## config.mk

```make
export PLATFORM = sky130hd
export DESIGN_NAME = wts_ctrl
export DESIGN_NICKNAME = d
export VERILOG_FILES = /design/src/sv/wts_pkg.sv /design/src/sv/wts_ctrl.sv
export SDC_FILE = /design/constraint.sdc
export NUM_CORES = 1
export LEC_CHECK = 0
export BUFFER_PORTS_ARGS = -buffer_cell sky130_fd_sc_hd__buf_4
export CELL_PAD_IN_SITES_DETAIL_PLACEMENT = 0
export CELL_PAD_IN_SITES_GLOBAL_PLACEMENT = 1
export CORE_MARGIN = 4
export CORE_UTILIZATION = 29
export CTS_CLUSTER_DIAMETER = 40
export DETAILED_ROUTE_END_ITERATION = 12
export PLACE_DENSITY_LB_ADDON = 0.1
export RECOVER_POWER = 50
export SLEW_MARGIN = 40
export SYNTH_ARGS = -nofsm -noshare
export SYNTH_HDL_FRONTEND = slang
export SYNTH_SLANG_ARGS = --single-unit
export TNS_END_PERCENT = 20
```

## constraint.sdc

```tcl
create_clock -name clock -period 1.7 [get_ports clock]
set_input_delay 0.17 -clock clock [delete_from_list [all_inputs] [get_ports clock]]
set_output_delay 0.17 -clock clock [all_outputs]
set_load 0.05 [all_outputs]
```

## src/sv/wts_pkg.sv

```systemverilog
// Shared types, constants and waveform tables of the wavetable tone synthesizer.
`timescale 1ns / 1ps
package wts_pkg;

   localparam int DIV_WIDTH = 32;

   localparam logic [2:0] SEL_MAIN  = 3'd0;
   localparam logic [2:0] SEL_PITCH = 3'd1;
   localparam logic [2:0] SEL_VOL   = 3'd2;
   localparam logic [2:0] SEL_D     = 3'd3;
   localparam logic [2:0] SEL_ENV   = 3'd4;

   localparam logic [2:0] MODEL_SINE   = 3'd0;
   localparam logic [2:0] MODEL_TRI    = 3'd1;
   localparam logic [2:0] MODEL_SAWUP  = 3'd2;
   localparam logic [2:0] MODEL_SAWDN  = 3'd3;
   localparam logic [2:0] MODEL_SQUARE = 3'd4;
   localparam logic [2:0] MODEL_NOISE  = 3'd5;

   localparam logic [2:0] REG_SAMPLE_COUNT = 3'd0;
   localparam logic [2:0] REG_MAIN_OSC     = 3'd1;
   localparam logic [2:0] REG_PITCH_OSC    = 3'd2;
   localparam logic [2:0] REG_VOLUME_OSC   = 3'd3;
   localparam logic [2:0] REG_ENVELOPE     = 3'd4;

   typedef logic [7:0] rom_type [256];
   typedef logic [5:0] qsine_type [65];

   localparam qsine_type QSINE = '{
      6'd0, 6'd1, 6'd3, 6'd4, 6'd6, 6'd7, 6'd9, 6'd10, 6'd12, 6'd14, 6'd15, 6'd17,
      6'd18, 6'd20, 6'd21, 6'd23, 6'd24, 6'd25, 6'd27, 6'd28, 6'd30, 6'd31, 6'd32,
      6'd34, 6'd35, 6'd36, 6'd38, 6'd39, 6'd40, 6'd41, 6'd42, 6'd44, 6'd45, 6'd46,
      6'd47, 6'd48, 6'd49, 6'd50, 6'd51, 6'd52, 6'd53, 6'd54, 6'd54, 6'd55, 6'd56,
      6'd57, 6'd57, 6'd58, 6'd59, 6'd59, 6'd60, 6'd60, 6'd61, 6'd61, 6'd62, 6'd62,
      6'd62, 6'd63, 6'd63, 6'd63, 6'd63, 6'd63, 6'd63, 6'd63, 6'd63};

   // Noise entries: bits 23:16 of a linear congruential sequence, halved toward zero.
   function automatic rom_type build_noise();
      rom_type rom;
      logic [31:0] seed;
      logic signed [7:0] r;
      seed = 32'd0;
      for (int i = 0; i < 256; i++) begin
         seed = seed * 32'd214013 + 32'd2531011;
         r = $signed(seed[23:16]);
         if (r < 0) begin
            rom[i] = 8'(-$signed(8'(8'(-r) >> 1)));
         end else begin
            rom[i] = 8'(r >>> 1);
         end
      end
      return rom;
   endfunction

   localparam rom_type NOISE_ROM = build_noise();

   typedef struct packed {
      logic [34:0] main_osc;
      logic [34:0] pitch_osc;
      logic [34:0] volume_osc;
      logic [55:0] envelope;
   } cfg_type;

   typedef struct packed {
      logic       load_restart;
      logic       div_start;
      logic [2:0] div_sel;
      logic       env_calc;
      logic       mul1;
      logic       mul2;
      logic       finish;
      logic       silence;
   } cmd_type;

   typedef struct packed {
      logic div_busy;
      logic div_done;
      logic active;
      logic out_full;
   } sts_type;

   function automatic logic signed [7:0] wave_value(logic [2:0] model, logic [7:0] idx);
      logic [6:0] half;
      logic [6:0] q;
      logic signed [8:0] s;
      logic signed [8:0] w;
      half = idx[6:0];
      q = (half <= 7'd64) ? half : 7'(8'd128 - {1'b0, half});
      s = $signed({3'b0, QSINE[q]});
      case (model)
         MODEL_SINE:   w = idx[7] ? -s : s;
         MODEL_TRI: begin
            if (idx < 8'd64) w = $signed({1'b0, idx});
            else if (idx < 8'd192) w = 9'sd128 - $signed({1'b0, idx});
            else w = $signed({1'b0, idx}) - 9'sd256;
         end
         MODEL_SAWUP:  w = $signed({2'b0, idx[7:1]}) - 9'sd64;
         MODEL_SAWDN:  w = 9'sd64 - $signed({2'b0, idx[7:1]});
         MODEL_SQUARE: w = idx[7] ? -9'sd64 : 9'sd64;
         MODEL_NOISE:  w = 9'($signed(NOISE_ROM[idx]));
         default:      w = 9'sd0;
      endcase
      return w[7:0];
   endfunction

   // Signed division by 64, truncating toward zero.
   function automatic logic signed [31:0] trunc64(logic signed [31:0] x);
      logic signed [31:0] b;
      b = (x < 0) ? x + 32'sd63 : x;
      return b >>> 6;
   endfunction

endpackage

```

## src/sv/wts_ctrl.sv

```systemverilog
// Controller state machine sequencing restart, divisions and products per word.
`timescale 1ns / 1ps
module wts_ctrl (
   input  logic             clock,
   input  logic             reset,
   input  logic             req_tvalid,
   input  logic             restart,
   output logic             req_tready,
   input  wts_pkg::sts_type sts,
   output wts_pkg::cmd_type cmd
);
   import wts_pkg::*;

   localparam logic [3:0] ST_IDLE   = 4'd0;
   localparam logic [3:0] ST_LOAD   = 4'd1;
   localparam logic [3:0] ST_DMAIN  = 4'd2;
   localparam logic [3:0] ST_DPITCH = 4'd3;
   localparam logic [3:0] ST_DVOL   = 4'd4;
   localparam logic [3:0] ST_CHECK  = 4'd5;
   localparam logic [3:0] ST_DIVD   = 4'd6;
   localparam logic [3:0] ST_ENV    = 4'd7;
   localparam logic [3:0] ST_DIVE   = 4'd8;
   localparam logic [3:0] ST_MUL1   = 4'd9;
   localparam logic [3:0] ST_MUL2   = 4'd10;
   localparam logic [3:0] ST_MUL3   = 4'd11;
   localparam logic [3:0] ST_SILENT = 4'd12;

   logic [3:0] state_ff, state_in;
   logic       div_go;

   assign div_go = !sts.div_busy && !sts.div_done;

   always_comb begin
      state_in = state_ff;
      cmd      = '0;
      case (state_ff)
         ST_IDLE: begin
            if (req_tvalid) state_in = restart ? ST_LOAD : ST_CHECK;
         end
         ST_LOAD: begin
            cmd.load_restart = 1'b1;
            state_in = ST_DMAIN;
         end
         ST_DMAIN: begin
            cmd.div_sel = SEL_MAIN;
            cmd.div_start = div_go;
            if (sts.div_done) state_in = ST_DPITCH;
         end
         ST_DPITCH: begin
            cmd.div_sel = SEL_PITCH;
            cmd.div_start = div_go;
            if (sts.div_done) state_in = ST_DVOL;
         end
         ST_DVOL: begin
            cmd.div_sel = SEL_VOL;
            cmd.div_start = div_go;
            if (sts.div_done) state_in = ST_CHECK;
         end
         ST_CHECK: begin
            state_in = sts.active ? ST_DIVD : ST_SILENT;
         end
         ST_DIVD: begin
            cmd.div_sel = SEL_D;
            cmd.div_start = div_go;
            if (sts.div_done) state_in = ST_ENV;
         end
         ST_ENV: begin
            cmd.env_calc = 1'b1;
            state_in = ST_DIVE;
         end
         ST_DIVE: begin
            cmd.div_sel = SEL_ENV;
            cmd.div_start = div_go;
            if (sts.div_done) state_in = ST_MUL1;
         end
         ST_MUL1: begin
            cmd.mul1 = 1'b1;
            state_in = ST_MUL2;
         end
         ST_MUL2: begin
            cmd.mul2 = 1'b1;
            state_in = ST_MUL3;
         end
         ST_MUL3: begin
            if (!sts.out_full) begin
               cmd.finish = 1'b1;
               state_in = ST_IDLE;
            end
         end
         ST_SILENT: begin
            if (!sts.out_full) begin
               cmd.silence = 1'b1;
               state_in = ST_IDLE;
            end
         end
         default: state_in = ST_IDLE;
      endcase
   end

   always_ff @(posedge clock) begin
      if (reset) begin
         state_ff <= ST_IDLE;
      end else begin
         state_ff <= state_in;
      end
   end

   assign req_tready = (state_ff == ST_IDLE);

`ifndef SYNTHESIS
   a_idle_div: assert property (@(posedge clock) disable iff (reset)
      state_ff == ST_IDLE |-> !sts.div_busy)
      else $error("divider busy while idle");
   a_start_free: assert property (@(posedge clock) disable iff (reset)
      cmd.div_start |-> !sts.div_busy)
      else $error("divider started while busy");
   a_out_free: assert property (@(posedge clock) disable iff (reset)
      (cmd.finish || cmd.silence) |=> sts.out_full)
      else $error("output word not held");
`endif

endmodule

```

Word level (Yosys, flattened, before mapping)
Index checks and enable logic that the tools add are counted.
{"block": "totals", "in_bits": 8, "register_bits": 4, "wordCells": 44, "out_inout_bits": 11}
{"block": "op_classes", "n_reduce_logical": 6, "muxes": 18, "eq_ne": 19}
{"operator": "$pmux 4 s12", "n": 1}
{"operator": "$mux 4", "n": 8}
{"operator": "$eq 4x4->1 const B", "n": 5}
{"operator": "$pmux 4 s5", "n": 1}
{"operator": "$eq 4x3->1 const B", "n": 4}
{"operator": "$ne 2x2->1 const B", "n": 7}
{"operator": "$eq 4x2->1 const B", "n": 2}
{"operator": "$mux 1", "n": 7}
{"operator": "$reduce_and 7->1", "n": 1}
{"operator": "$eq 4x1->1 const B", "n": 1}
{"operator": "$logic_not 4->1", "n": 1}
{"operator": "$mux 3", "n": 1}
{"operator": "$logic_not 1->1", "n": 2}
{"operator": "$reduce_or 2->1", "n": 1}
{"operator": "$logic_and 1x1->1", "n": 1}

Depth between registers and ports, before layout
{"block": "logic_depth", "depth_word": 4, "depth_mapped": 6, "depth_no_buf": 5}

Worst setup path before layout
Ideal clock, no wire load.
{"block": "synth_timing", "path_type": "register to register", "startpoint": "register state_ff[1]", "endpoint": "register state_ff[0]", "setup_ns": 0.120, "t_arrival_ns": 2.149, "period_less_slack_ns": 2.269, "n_path_buf": 1, "slack_ns": -0.569, "path_stages_with_launch": 7, "t_required_ns": 1.580, "path_cell_list": "dfxtp_1 or2_1 buf_6 nor3_1 a32oi_2 nand4b_1 a21oi_1"}
{"block": "synth_between", "word_cells_on_any_way": 23, "cone_classes": "eq/ne (19); mux (1); reduce/logical (3)"}
{"item": "from (decl)", "line_no": "wts_ctrl.sv:28", "source": "logic [3:0] state_ff, state_in;"}
{"item": "from (signal assigned)", "line_no": "wts_ctrl.sv:104", "source": "state_ff <= state_in;"}
{"item": "$logic_not 4->1 (*)"}
{"item": "via req_tready", "line_no": "wts_ctrl.sv:8", "source": "output logic req_tready,"}
{"item": "$ne 2x2->1 (no line)"}
{"item": "$reduce_and 7->1 (no line)"}
The timed path passes the listed nets; every way through them passes the cells marked *.
A chain may end at the register's enable or synchronous reset.

==> impl_summary.txt <==
----------------------------------------------------
[Clocking]
  Clock latency on the worst-skew pair ... 0.23 ns
  H-tree depth ... 1
  Number of buffers added by the clock tree synthesis step ... 3
  TritonCTS clock tree ... done
  CTS max path bufs ... 2
  Cell at the root of the clock tree ... sky130_fd_sc_hd__clkbuf_4
  Number of sinks handled by clock tree synthesis ... 4
  Clock-pin slew reported for the worst setup and hold paths after clock tree synthesis ... 0.04 ns
  Number of hold-repair buffers added at the cts stage ... 0

[Floorplanning]
  Core Footprint ... 1300 µm²
  Starting Density ... 31.2%
  Die area ... about 2100 µm²
  I/O pin cnt ... 19
  Vertical die dimension ... 45.4 µm
  Row cnt ... 13
  Die width ... about 45 µm

[Job]
  Max_cap viols ... 0

[Timing]
  Slew margin rel. ... roughly four fifths
  Layout Skew ... 0.00236 ns
  Max Clock Freq ... 0.610 GHz
  Unrepaired setup endpoints after global routing ... true
  Final Hold Vio Count ... 0
  Tmin final ... 1.64 ns
  Worst-Margin Slew ... about 0.28 ns
  Final Hold Slack ... 0.136 ns
  Final period util ... 96.4%
  Final number of setup-violating endpoints ... 0
  Count of final max-slew check failures ... 0

[Route]
  First-pass iteration count of the detailed router ... 4
  Routed wirelength normalized by instance count ... 13.0 µm
  Number of routed nets with antenna violations ... 0
  Number of DRC markers after the initial detailed-route iteration ... 3
  Via density per instance ... 5.13
  Total number of vias ... 523
  Total length of routed wires ... around 1300 µm
  Number of remaining DRC errors ... 0

[Synth]
  Synthesized cell area ... 405 µm²
  Count of flip-flops with a built-in enable after synthesis ... 0
  Mapped Avg Cell Area ... 6.87 µm²
  Seq cells post-synth ... 4
  Primary FF master, synth ... sky130_fd_sc_hd__dfxtp_1
  Post-synth net total ... 67
  Yosys Warn Count ... 0
  Post-synthesis cell count ... a little under 60
  Cells taking the most area after synthesis ... sky130_fd_sc_hd__dfxtp_1, sky130_fd_sc_hd__nor3_1, sky130_fd_sc_hd__nor2_1
  Unique masters post-synth ... 25
  Top-area cell type share of the netlist area ... ~20%
  Cell with the most instances after synthesis ... sky130_fd_sc_hd__nor2_1
  Post-synthesis async set-or-reset flop share ... 0%
  Share of the yosys chip area belonging to registers ... 19.8%
  Most area-hungry cell type in the Yosys netlist ... sky130_fd_sc_hd__dfxtp_1
  Leading post-synthesis cells by instance count ... sky130_fd_sc_hd__nor2_1, sky130_fd_sc_hd__nand2_1, sky130_fd_sc_hd__nor3_1

[Layout]
  Number of flip-flops in the largest register ... 4
  Count of antenna diodes in the layout ... 0
  Area taken by flip-flops and latches ... 88.8 µm²
  Number of filler cells placed in the layout ... between 100 and 150
  Nets@finish ... 97
  Most flop-heavy register ... state_ff
  Count of non-filler cells in the finished layout ... a little over 100
  Share of cells above drive strength 1 ... about 52%
  Regs by FF count ... state_ff x4
  Layout overhead on the synthesized area ... 67.9%
  Area of combinational cells with multiple inputs ... 330 µm²

[Run status]
  Status ... finished clean

[Min path]
  Class of the worst hold path ... in -> reg

[Setup path]
  Start-to-end type of the worst setup path ... reg -> out
  Setup crit start kind ... register
  Dominant delay contributor by cell family on the critical path ... simple AND/OR/NAND/NOR gates
  Critical path data required time ... 1.53 ns
  Stage delay of the slowest cell on the critical path ... about 0.36 ns
  Critical path, cell by cell ... or2b_1, a211oi_2, nor2_2, nor2_1, buf_6
  Endpoint arrival time on the critical path ... 1.47 ns
  Largest driver fanout on the critical path ... 6
  Number of buffer and inverter stages on the critical path ... 1
  Slowest cell on the critical path ... sky130_fd_sc_hd__dfxtp_4
  Type of element capturing the critical path ... primary output

[Placement]
  DP Wirelength ... 949 µm
  Count of buffers from port buffering ... 18
  RD Place Congestion ... 0.825
  Cell total after placement ... 92

[Global routing]
  Wire length of the first global-routing pass ... 1980 µm
  Number of antenna violations at the first check in global routing ... 0
  Largest net degree at the start of global routing ... 13
  Overall Global Routing Usage ... 12.7%
  Congestion Overflow GR ... 0
  Via count of the first global-routing pass ... 437

[Power]
  Power Dens Cells ... 1890 nW/µm²
  Leakage power summed over all cells ... 0.318 nW
  VDD IR max ... 850 µV
  Total chip power ... 1.29 mW

----------------------------------------------------
==> per-stage QoR <==
| stage | TNS, ns | cell area [µm²] | util, % | worst slack [ns] |
|---|---|---|---|---|
| 5_1_grt | -0.0171 | 681 | 52.3 | -0.0171 |
| 2_1_floorplan | -0.814 | 415 | - | -0.209 |
| 3_5_place_dp | 0 | 573 | 44.0 | 0.130 |
| 6_report | 0 | 681 | 52.3 | 0.0616 |
| 4_1_cts | 0 | 614 | 47.2 | 0.00679 |
| 3_3_place_gp | 0 | 573 | 44.0 | 0.116 |
==> layer usage <==
| metal | GRT usage [%] | vias up | part of all wire (%) | routed length (µm) |
|---|---|---|---|---|
| li1 | - | 265 | - | - |
| met1 | 18.9 | 248 | 43 | 573 |
| met2 | 18.4 | 10 | 52 | 686 |
| met3 | 1.19 | 0 | 5.2 | 69 |
| met4 | 5.26 | 0 | 0 | 0 |
| met5 | 0 | - | 0 | 0 |
==> what timing repair did <==
action	in CTS	in global routing
setup endpoints to repair	1	1
gates resized for setup	6	7
pin swaps	0	4
setup buffers	0	7
==> placed cells by master, fill, tap and decap left out, types with 2 or more instances in the layout <==
cell and count:
sky130_fd_sc_hd__clkbuf_4 3, sky130_fd_sc_hd__nor3_2 2, sky130_fd_sc_hd__buf_6 2, sky130_fd_sc_hd__clkbuf_2 5, sky130_fd_sc_hd__nor3_1 4, sky130_fd_sc_hd__inv_1 2, sky130_fd_sc_hd__nand2_1 7, sky130_fd_sc_hd__dfxtp_4 2
sky130_fd_sc_hd__buf_4 22, sky130_fd_sc_hd__nor2_1 8, sky130_fd_sc_hd__a21oi_1 6, sky130_fd_sc_hd__nand2b_1 3
==> final timing paths <==
kind	start	end	slack, ns	cells after the start
max	state_ff[1]	cmd[8]	0.06	5
min	reset	state_ff[0]	0.14	2
max reg2reg	state_ff[0]	state_ff[2]	0.14	7
min reg2reg	state_ff[1]	state_ff[1]	0.54	2
==> cells by family after synthesis <==
logic type / Yosys count / synth area share (%)
simple gates: 32 / 38.3
compound gates: 15 / 28.1
buf+inv: 6 / 8.33
flops: 4 / 19.8
xor+xnor: 1 / 2.16
mux: 1 / 3.39
==> layout make-up <==
cell class | count | area share [%]
Multi-Input combinational cell | 49 | 48.5
Timing Repair Buffer | 29 | 31.2
Sequential cell | 4 | 13.1
Clock buffer | 3 | 3.31
Tap cell | 15 | 2.76
Inverter | 2 | 1.10
==> power breakdown <==
part	leakage [nW]	switching [mW]	internal, mW
Combinational	0.269	0.591	0.394
Sequential	0.0345	0.0410	0.147
Clock	0.0138	0.0370	0.0789
Total	0.318	0.669	0.619
Power figures use the tool's default switching activity.
